[config.mk]
export PLATFORM = sky130hd
export DESIGN_NAME = ascii_integer_parser_core
export DESIGN_NICKNAME = d
export VERILOG_FILES = /design/src/aip_pkg.sv /design/src/ascii_integer_parser_core.sv /design/src/aip_class.sv
export VERILOG_INCLUDE_DIRS = /design/src /design/src/src
export SDC_FILE = /design/constraint.sdc
export NUM_CORES = 1
export LEC_CHECK = 0
export BUFFER_PORTS_ARGS = -buffer_cell sky130_fd_sc_hd__buf_2
export CORE_MARGIN = 2
export CORE_UTILIZATION = 48
export CTS_BUF_LIST = sky130_fd_sc_hd__clkbuf_16
export DETAILED_ROUTE_END_ITERATION = 8
export PLACE_DENSITY = 0.66
export REMOVE_ABC_BUFFERS = 1
export SYNTH_ARGS = -nofsm -noshare
export SYNTH_HDL_FRONTEND = slang
export SYNTH_SLANG_ARGS = --single-unit
[constraint.sdc]
create_clock -name clk -period 15.67 [get_ports clk]
set_input_delay 3.134 -clock clk [delete_from_list [all_inputs] [get_ports clk]]
set_output_delay 3.134 -clock clk [all_outputs]
set_load 0.05 [all_outputs]
[src/assert_macros.svh]
// Assertion macros shared by the RTL of the ASCII integer parser.
// Needs nothing else; included by the files that carry assertions.
`ifndef ASSERT_MACROS_SVH
`define ASSERT_MACROS_SVH

// Property that must hold at every rising edge outside reset.
`define AIP_ASSERT(label, clk, rst_n, prop) \
  label: assert property (@(posedge clk) disable iff (!rst_n) (prop)) \
    else $error("assertion failed");

// Condition that must never be seen outside reset.
`define AIP_NEVER(label, clk, rst_n, cond) \
  label: assert property (@(posedge clk) disable iff (!rst_n) !(cond)) \
    else $error("forbidden condition seen");

`endif

[src/aip_pkg.sv]
// Shared types and character constants of the ASCII integer parser.
// Depends on nothing; used by aip_class and ascii_integer_parser_core.
`timescale 1ns / 1ps
`default_nettype none

package aip_pkg;

  // Character codes that the parser recognises.
  localparam logic [7:0] CH_NUL   = 8'd0;
  localparam logic [7:0] CH_TAB   = 8'd9;
  localparam logic [7:0] CH_CR    = 8'd13;
  localparam logic [7:0] CH_SPACE = 8'd32;
  localparam logic [7:0] CH_PLUS  = 8'd43;
  localparam logic [7:0] CH_MINUS = 8'd45;
  localparam logic [7:0] CH_ZERO  = 8'd48;
  localparam logic [7:0] CH_NINE  = 8'd57;
  localparam logic [7:0] CH_UC_A  = 8'd65;
  localparam logic [7:0] CH_UC_F  = 8'd70;
  localparam logic [7:0] CH_UC_X  = 8'd88;
  localparam logic [7:0] CH_LC_A  = 8'd97;
  localparam logic [7:0] CH_LC_F  = 8'd102;
  localparam logic [7:0] CH_LC_X  = 8'd120;

  // Result status codes.
  localparam logic STATUS_OK  = 1'b0;
  localparam logic STATUS_BAD = 1'b1;

  // Classification of one character.
  typedef struct packed {
    logic       is_nul;
    logic       is_space;
    logic       is_minus;
    logic       is_plus;
    logic       is_zero;
    logic       is_x;
    logic       is_dec;
    logic       is_hex;
    logic [3:0] digit;
  } char_class_t;

endpackage

`default_nettype wire

[src/ascii_integer_parser_core.sv]
// Top level of the ASCII integer parser: input register, parse state and
// result register. Uses aip_pkg, aip_class and assert_macros.svh.
//
//   channel | ports                                   | direction
//   --------+-----------------------------------------+----------
//   input   | in_valid, in_ready, in_char_code[7:0]   | in
//   result  | out_valid, out_ready, out_status,       | out
//           | out_value[63:0]                         |
//
// One character word is taken per cycle unless a zero byte is held; the
// parse step is one multiply by ten or sixteen (shift and add) between the
// input register and the state. A result is registered and offered from
// the edge at which its zero byte leaves the input register.
// Reset (synchronous, active low) empties both registers and returns the
// parse state to the leading white space phase; no clearing pass is needed.
// Only a zero byte waits for a full result register; other words pass on.
`timescale 1ns / 1ps
`default_nettype none

`include "assert_macros.svh"

module ascii_integer_parser_core
  import aip_pkg::*;
(
  input  wire logic        clk,
  input  wire logic        rst_n,
  input  wire logic        in_valid,
  output logic             in_ready,
  input  wire logic [7:0]  in_char_code,
  output logic             out_valid,
  input  wire logic        out_ready,
  output logic             out_status,
  output logic [63:0]      out_value
);

  typedef enum logic [2:0] {
    PH_LEAD  = 3'd0,
    PH_START = 3'd1,
    PH_ZERO  = 3'd2,
    PH_DEC   = 3'd3,
    PH_HEX   = 3'd4,
    PH_TRAIL = 3'd5,
    PH_BAD   = 3'd6
  } phase_t;

  // Input register.
  logic        in_vld_r;
  logic [7:0]  in_char_r;

  // Parse state.
  phase_t      phase_r, phase_nxt;
  logic [63:0] acc_r, acc_nxt;
  logic        neg_r, neg_nxt;
  logic        nodig_r, nodig_nxt;

  // Result register.
  logic        out_vld_r;
  logic        out_status_r, out_status_nxt;
  logic [63:0] out_value_r, out_value_nxt;

  char_class_t cls;
  logic        consume;
  logic        finish;
  logic [63:0] acc_dec;
  logic [63:0] acc_hex;
  phase_t      ph_after;

  aip_class u_class (
    .char_code (in_char_r),
    .cls       (cls)
  );

  // A zero byte may leave only when the result register is free or being read.
  assign consume  = in_vld_r && (!cls.is_nul || !out_vld_r || out_ready);
  assign finish   = consume && cls.is_nul;
  assign in_ready = !in_vld_r || consume;

  // Accumulator steps: times ten and times sixteen as shifts and adds.
  assign acc_dec  = (acc_r << 3) + (acc_r << 1) + {60'd0, cls.digit};
  assign acc_hex  = {acc_r[59:0], cls.digit};
  assign ph_after = cls.is_space ? PH_TRAIL : PH_BAD;

  // Next parse state for one character word.
  always_comb begin
    phase_nxt = phase_r;
    acc_nxt   = acc_r;
    neg_nxt   = neg_r;
    nodig_nxt = nodig_r;
    if (finish) begin
      phase_nxt = PH_LEAD;
      acc_nxt   = 64'd0;
      neg_nxt   = 1'b0;
      nodig_nxt = 1'b1;
    end else if (consume) begin
      unique case (phase_r)
        PH_LEAD, PH_START: begin
          if ((phase_r == PH_LEAD) && cls.is_space) begin
            phase_nxt = PH_LEAD;
          end else if ((phase_r == PH_LEAD) && cls.is_minus) begin
            neg_nxt   = 1'b1;
            phase_nxt = PH_START;
          end else if ((phase_r == PH_LEAD) && cls.is_plus) begin
            phase_nxt = PH_START;
          end else if (cls.is_zero) begin
            acc_nxt   = 64'd0;
            nodig_nxt = 1'b0;
            phase_nxt = PH_ZERO;
          end else if (cls.is_dec) begin
            acc_nxt   = acc_dec;
            nodig_nxt = 1'b0;
            phase_nxt = PH_DEC;
          end else begin
            phase_nxt = ph_after;
          end
        end
        PH_ZERO: begin
          if (cls.is_x) begin
            nodig_nxt = 1'b1;
            acc_nxt   = 64'd0;
            phase_nxt = PH_HEX;
          end else if (cls.is_dec) begin
            acc_nxt   = acc_dec;
            nodig_nxt = 1'b0;
            phase_nxt = PH_DEC;
          end else begin
            phase_nxt = ph_after;
          end
        end
        PH_DEC: begin
          if (cls.is_dec) begin
            acc_nxt   = acc_dec;
            nodig_nxt = 1'b0;
          end else begin
            phase_nxt = ph_after;
          end
        end
        PH_HEX: begin
          if (cls.is_hex) begin
            acc_nxt   = acc_hex;
            nodig_nxt = 1'b0;
          end else begin
            phase_nxt = ph_after;
          end
        end
        PH_TRAIL: begin
          if (!cls.is_space) begin
            phase_nxt = PH_BAD;
          end
        end
        default: begin
          phase_nxt = PH_BAD;
        end
      endcase
    end
  end

  // Result word formed from the state that the zero byte finds.
  always_comb begin
    if (nodig_r || (phase_r == PH_BAD)) begin
      out_status_nxt = STATUS_BAD;
      out_value_nxt  = 64'd0;
    end else begin
      out_status_nxt = STATUS_OK;
      out_value_nxt  = neg_r ? (64'd0 - acc_r) : acc_r;
    end
  end

  // Control registers.
  always_ff @(posedge clk) begin
    if (!rst_n) begin
      in_vld_r  <= 1'b0;
      out_vld_r <= 1'b0;
      phase_r   <= PH_LEAD;
      acc_r     <= 64'd0;
      neg_r     <= 1'b0;
      nodig_r   <= 1'b1;
    end else begin
      if (in_ready) begin
        in_vld_r <= in_valid;
      end
      if (finish) begin
        out_vld_r <= 1'b1;
      end else if (out_ready) begin
        out_vld_r <= 1'b0;
      end
      phase_r <= phase_nxt;
      acc_r   <= acc_nxt;
      neg_r   <= neg_nxt;
      nodig_r <= nodig_nxt;
    end
  end

  // Payload registers.
  always_ff @(posedge clk) begin
    if (in_ready && in_valid) begin
      in_char_r <= in_char_code;
    end
    if (finish) begin
      out_status_r <= out_status_nxt;
      out_value_r  <= out_value_nxt;
    end
  end

  assign out_valid  = out_vld_r;
  assign out_status = out_status_r;
  assign out_value  = out_value_r;

  // A malformed result always carries a zero value.
  `AIP_NEVER(a_bad_is_zero, clk, rst_n,
    out_vld_r && (out_status_r == STATUS_BAD) && (out_value_r != 64'd0))
  // A zero byte leaves the parse state at its reset values.
  `AIP_ASSERT(a_finish_resets, clk, rst_n,
    finish |=> ((phase_r == PH_LEAD) && (acc_r == 64'd0) && !neg_r && nodig_r))
  // A held word in the input register is neither lost nor altered.
  `AIP_ASSERT(a_hold_input, clk, rst_n,
    (in_vld_r && !consume) |=> (in_vld_r && $stable(in_char_r)))
  // A pending result is never overwritten by the next one.
  `AIP_NEVER(a_no_overwrite, clk, rst_n, finish && out_vld_r && !out_ready)

endmodule

`default_nettype wire

[src/aip_class.sv]
// Character classifier of the ASCII integer parser: white space, signs,
// decimal and hexadecimal digits with their values. Uses aip_pkg.
`timescale 1ns / 1ps
`default_nettype none

module aip_class
  import aip_pkg::*;
(
  input  wire logic [7:0]  char_code,
  output char_class_t      cls
);

  logic dec;
  logic lc_hex;
  logic uc_hex;

  // Digit ranges.
  assign dec    = (char_code >= CH_ZERO) && (char_code <= CH_NINE);
  assign lc_hex = (char_code >= CH_LC_A) && (char_code <= CH_LC_F);
  assign uc_hex = (char_code >= CH_UC_A) && (char_code <= CH_UC_F);

  // Flags and digit value. Letters a..f and A..F share their low three bits,
  // so the value is nine plus those bits.
  always_comb begin
    cls.is_nul   = (char_code == CH_NUL);
    cls.is_space = (char_code == CH_SPACE) ||
                   ((char_code >= CH_TAB) && (char_code <= CH_CR));
    cls.is_minus = (char_code == CH_MINUS);
    cls.is_plus  = (char_code == CH_PLUS);
    cls.is_zero  = (char_code == CH_ZERO);
    cls.is_x     = (char_code == CH_LC_X) || (char_code == CH_UC_X);
    cls.is_dec   = dec;
    cls.is_hex   = dec || lc_hex || uc_hex;
    if (dec) begin
      cls.digit = char_code[3:0];
    end else begin
      cls.digit = 4'd9 + {1'b0, char_code[2:0]};
    end
  end

endmodule

`default_nettype wire

==> impl_metrics.toml, run 1 <==
[critical_path]
cp-end-kind = "output port"
rrSetupSlack_ns = 10.39
r2r_cells = 21
worst_ep_arrival_time_ns = 3.84
worstPathRequired_ns = 12.54
crit_path_max_fanout = 3
cp-start-kind = "primary input"
worstSetupPathType = "primary input to output port"

[placed_design]
pre_cts_ws_ns = 8.683
gp_congestion = 0.9389
hpwl_um = 22600
port_buffers = 78

[layout]
diodes = 0
synthToLayoutAreaGrowth_pct = 9.943
fin_util_pct = 53.32
num-fill-cells = 2286
drive_gt1_share_pct = 10.20
nets = 1530

[hold_path]
whs_path_depth = 2
hold_class = "flop to flop"

[synth]
muxShareOfSynthArea_pct = 0.1713
synth-simple-area-share_pct = 16.24
synth.ff_latch_count = 144
synth_fa_ha_area_share_pct = 13.94
synth-edff-count = 73
synth_area_per_cell_um2 = 8.545
synth_area_leaders = "edfxtp_1 (19%), ha_1 (14%), dfxtp_1 (12%)"
synth.cell_area_mm2 = 0.01169
netlist_instances = 1368
yosysUniqueCellTypes = 70
synth.most_common_cell = "nor2_1"
synth_top_family_by_area = "compound AO/OA/AOI/OAI gates"
synth_xor_area_share_pct = 9.066
ys_top_cells_by_count = "nor2_1 (145), ha_1 (127), nand2_1 (104)"
yosys_warnings = 0
async_flop_share_pct = 0
synth_ff_type = "edfxtp_1"
synth_top_area_cell = "edfxtp_1"
synth_top_area_share_pct = 18.75
yosysSeqAreaShare_pct = 30.91
synth-compound-area-share_pct = 25.89

[pwr]
power_density_mw_per_mm2 = 70.97
leakage_nw = 5.621
peakVddDrop_mv = 0.07624

[global_routing]
antenna_found_initial = 0
grt_pass1_vias = 9792
track_usage_pct = 24.93
grt_max_degree = 67
grt_first_pass_wirelength_um = 51950
gr-total-overflow = 0

[run]
cap_violations = 0

[detailed_routing]
routedWlPerCell_um = 18.37
routed_wl_um = 31710
drtPass1Iterations = 5
drtIter0Drc = 778
viasPerCell = 6.027
drtAntennaViolNets = 0
dr_total_vias = 10400
drc = 0

[clock_network]
clk_latency_ns = 0.44
cts_tree = "built"
numCtsBuffers = 17
postCtsSetupRepairBufs = 0
cts_resized = 0
clockBufferDepth = 2
postCtsHoldBufs = 0
clk_pin_slew_ns = 0.06
cts_sinks = 144
htree_levels = 4
cts_root_buf = "clkbuf_16"

[sta]
max_slew_margin_pct = 19.83
finalCritPeriodShare_pct = 44.51
fin_skew_ns = 0.01257
worstMarginPinSlew_ns = 1.192
rsz0062_at_grt = "no"
setup_violations = 0
finalHoldViolCount = 0
slew_viol_final = 0
worst_slack_ns = 8.696
max_freq_mhz = 143.4
holdWs_ns = 0.5305
final_period_minus_worst_setup_slack_ns = 6.974
setup_tns_ns = 0

[floorplanning]
ios = 79
dieArea_mm2 = 0.02562
floorplan.rows = 57
die_y_um = 160.1
start_util_pct = 48.49
coreArea_mm2 = 0.02411
die_w_um = 160.1

[run_status]
status = "finished clean"
==> report_power, final <==
group          total (mW)  internal (mW)  switching, mW
logic              0.0969         0.0314         0.0655
registers           0.409          0.398         0.0108
clock network       0.406          0.233          0.173
==> cells by family after synthesis <==
family,after synthesis
compound gates,453
mux,2
flops,144
buf+inv,118
fa+ha+maj,129
simple gates,401
xor+xnor,121
==> area by class of cell <==
| class | count | area [um^2] | share of cell area (%) |
|---|---|---|---|
| multi-input combinational | 1106 | 7676 | 59.73 |
| clock buffer | 17 | 425.4 | 3.310 |
| clock inverter | 15 | 145.1 | 1.129 |
| timing repair buffer | 88 | 465.4 | 3.621 |
| sequential | 144 | 3615 | 28.13 |
| tap | 324 | 405.4 | 3.154 |
| inverter | 32 | 120.1 | 0.9346 |
==> per-stage QoR <==
stage	power (mW)	instances	instance area, um^2
after global routing	0.9445	1726	12850
after detailed placement	0.5127	1694	12280
after global placement	0.5115	1694	12280
after CTS	0.9174	1726	12850
final	0.9121	1726	12850
after floorplan	0.4787	1282	11370
==> cell usage in the layout (no fill, tap or decap), types with 27 or more instances in the layout <==
cell      instances
nor2_1          143
ha_1            127
nand2_1         104
o21ai_0         102
xor2_1           85
a21oi_1          83
buf_2            78
edfxtp_1         73
dfxtp_1          70
a22oi_1          47
a21o_1           39
xnor2_1          36
inv_1            35
o31ai_1          27
==> layer usage <==
metal / up-vias / global-route usage, % / routed length [um]
met5: - / 0 / 0
met4: 0 / 7.289 / 585
met3: 41 / 2.571 / 1350
met2: 291 / 41.42 / 14780
met1: 4914 / 34.47 / 14990
li1: 5156 / - / -
==> worst max-delay path, stage by stage <==
cell      delay (ns)
buf_2           0.10
nand2b_1        0.16
nor2_1          0.18
inv_1           0.05
buf_2           0.21
==> registers in the layout, summed over array words and instances, names as in the netlist <==
signal / cells
out_valid: 1
out_value: 64
out_status: 1
in_vld_r: 1
neg_r: 1
in_char_r: 8
phase_r: 3
acc_r: 64
nodig_r: 1
==> path summary, 6_finish.rpt <==
check	start	end
worst max-delay path	out_ready	in_ready
worst min-delay path	acc_r[1]	acc_r[1]
worst max register to register	in_char_r[0]	acc_r[62]
worst min register to register	acc_r[1]	acc_r[1]
Power figures use the tool's default switching activity.
==> inputs of run 2 (changes only) <==
==> constraint.sdc (replaced) <==
create_clock -name clk -period 6.6 [get_ports clk]
set_input_delay 1.32 -clock clk [delete_from_list [all_inputs] [get_ports clk]]
set_output_delay 1.32 -clock clk [all_outputs]
set_load 0.05 [all_outputs]
==> impl_metrics.toml, run 2 (synthesized netlist as in run 1, its figures left out) <==
[global_routing]
grt_pass1_vias = 9986
grt_first_pass_wirelength_um = 52760
gr-total-overflow = 0
antenna_found_initial = 0
track_usage_pct = 25.32
grt_max_degree = 66

[critical_path]
r2r_cells = 22
r2r_end = "acc_r[58]"
rrSetupSlack_ns = 1.49
critPathMaxStageDelay_ns = 0.45
crit_cells = 22
worstPathRequired_ns = 6.92
cp.buffers_inverters = 3
worstSetupPathType = "flop to flop"
endpoint = "acc_r[58]"
cp-start-kind = "flop"
crit_family = "compound AO/OA/AOI/OAI gates"
cp-end-kind = "flop"
crit_path_max_fanout = 26
path_common_cell = "ha_1"
startpoint = "in_char_r[0]"
crit_slowest_cell = "edfxtp_1"
crit_chain = "inv_1 -> ha_1 -> nor2_1 -> o21ai_0 -> nand2_1 -> buf_4 -> nand2_1 -> o21ai_0 -> ha_1 -> ha_1 -> inv_1 -> fa_1 -> nand2b_1 -> a21oi_1 -> a21o_1 -> nor4b_1 -> o31a_1 -> a31oi_1 -> o31a_1 -> xnor2_1 -> a222oi_1 -> nor2_1"
r2r-start = "in_char_r[0]"
worst_ep_arrival_time_ns = 5.43

[layout]
fin_util_pct = 53.37
nets = 1530
final_common_cell = "nor2_1"
layout_common_cells = "nor2_1 (143), ha_1 (127), nand2_1 (104), o21ai_0 (102), xor2_1 (85)"
diodes = 0
synthToLayoutAreaGrowth_pct = 10.05
drive_gt1_share_pct = 10.34

[detailed_routing]
drtAntennaViolNets = 0
drc = 0
drtIter0Drc = 934
dr_total_vias = 10630
routedWlPerCell_um = 18.49
routed_wl_um = 31910
drtPass1Iterations = 7
wl_met3_um = 1765
wl_met2_um = 14360
viasPerCell = 6.159
maxUsedRoutingLayer = "met4"
wl_met1_um = 14820

[placed_design]
port_buffers = 78
gp_congestion = 0.9675
hpwl_um = 22500

[sta]
max_freq_mhz = 195.6
worstMarginPinSlew_ns = 1.198
finalCritPeriodShare_pct = 77.47
finalHoldViolCount = 0
setup_tns_ns = 0
rsz0062_at_grt = "no"
final_period_minus_worst_setup_slack_ns = 5.113
max_slew_margin_pct = 20.13
setup_violations = 0
fin_skew_ns = 0.007905
slew_viol_final = 0

[run]
cap_violations = 0

[floorplanning]
dieArea_mm2 = 0.02562
floorplan.rows = 57
die_w_um = 160.1
coreArea_mm2 = 0.02411
start_util_pct = 48.49
die_y_um = 160.1
ios = 79

[pwr]
leakage_nw = 5.618
p_int_mw = 1.580
p_switching_mw = 0.6135
peakVddDrop_mv = 0.1481
swShare_pct = 27.96
comb_power_share_pct = 10.7
power_density_mw_per_mm2 = 170.5
pwr-share-seq_pct = 44.2
pwr-share-clk_pct = 45.1

[clock_network]
numCtsBuffers = 17
postCtsSetupRepairBufs = 0
htree_levels = 4
cts_resized = 0
postCtsHoldBufs = 0
clockBufferDepth = 2
cts_root_buf = "clkbuf_16"
cts_sinks = 144
clk_pin_slew_ns = 0.07
clk_latency_ns = 0.44
cts_tree = "built"

[run_status]
status = "finished clean"

[hold_path]
hold_class = "flop to flop"
run 2: worst register-to-register path: stages, from the launching register on:
cell and delay (ns):
edfxtp_1 0.45, inv_1 0.09, ha_1 0.24, nor2_1 0.12
o21ai_0 0.10, nand2_1 0.13, buf_4 0.30, nand2_1 0.08
o21ai_0 0.11, ha_1 0.20, ha_1 0.16, inv_1 0.06
fa_1 0.37, nand2b_1 0.17, a21oi_1 0.24, a21o_1 0.23
nor4b_1 0.43, o31a_1 0.42, a31oi_1 0.23, o31a_1 0.35
xnor2_1 0.13, a222oi_1 0.30, nor2_1 0.08
run 2: layer usage:
metal  vias to the layer above  global-route usage, %
met5                         -                      0
met3                        58                  2.935
met4                         0                  9.296
li1                       5155                      -
met2                       348                  40.44
met1                      5069                  35.39
run 2: power by group through the flow:
stage,registers (mW),clock network [mW],logic (mW)
final,0.971,0.989,0.234
after global routing,0.973,1.04,0.257
after CTS,0.970,1.00,0.231
after detailed placement,0.990,0,0.230
after global placement,0.989,0,0.226
after floorplan,0.981,0,0.155
run 2: layout make-up:
cell class                      instances  area [um^2]
Clock buffer                           17        425.4
Clock inverter                         15        157.7
Fill cell                            2332        11240
Inverter                               32        120.1
Multi-Input combinational cell       1106         7676
Sequential cell                       144         3615
Tap cell                              324        405.4
Timing Repair Buffer                   88        465.4
run 2: worst min path at each step:
| stage | endpoint | cells after the start | from | slack [ns] |
|---|---|---|---|---|
| floorplan | nodig_r | 1 | nodig_r | 0.48 |
| global placement | nodig_r | 1 | nodig_r | 0.52 |
| detailed placement | nodig_r | 1 | nodig_r | 0.53 |
| CTS | nodig_r | 1 | nodig_r | 0.54 |
| global route | nodig_r | 1 | nodig_r | 0.58 |
| finish | acc_r[1] | 2 | acc_r[1] | 0.54 |
run 2: through the flow:
stage	setup slack (ns)	power (mW)	hold WS, ns	instances	area (um^2)
after floorplan	0.01468	1.136	0.4799	1282	11370
after CTS	1.512	2.202	0.5435	1726	12860
after global placement	1.750	1.216	0.5195	1694	12280
final	1.487	2.194	0.5394	1726	12860
after global routing	1.037	2.271	0.5760	1726	12860
after detailed placement	1.545	1.220	0.5258	1694	12280
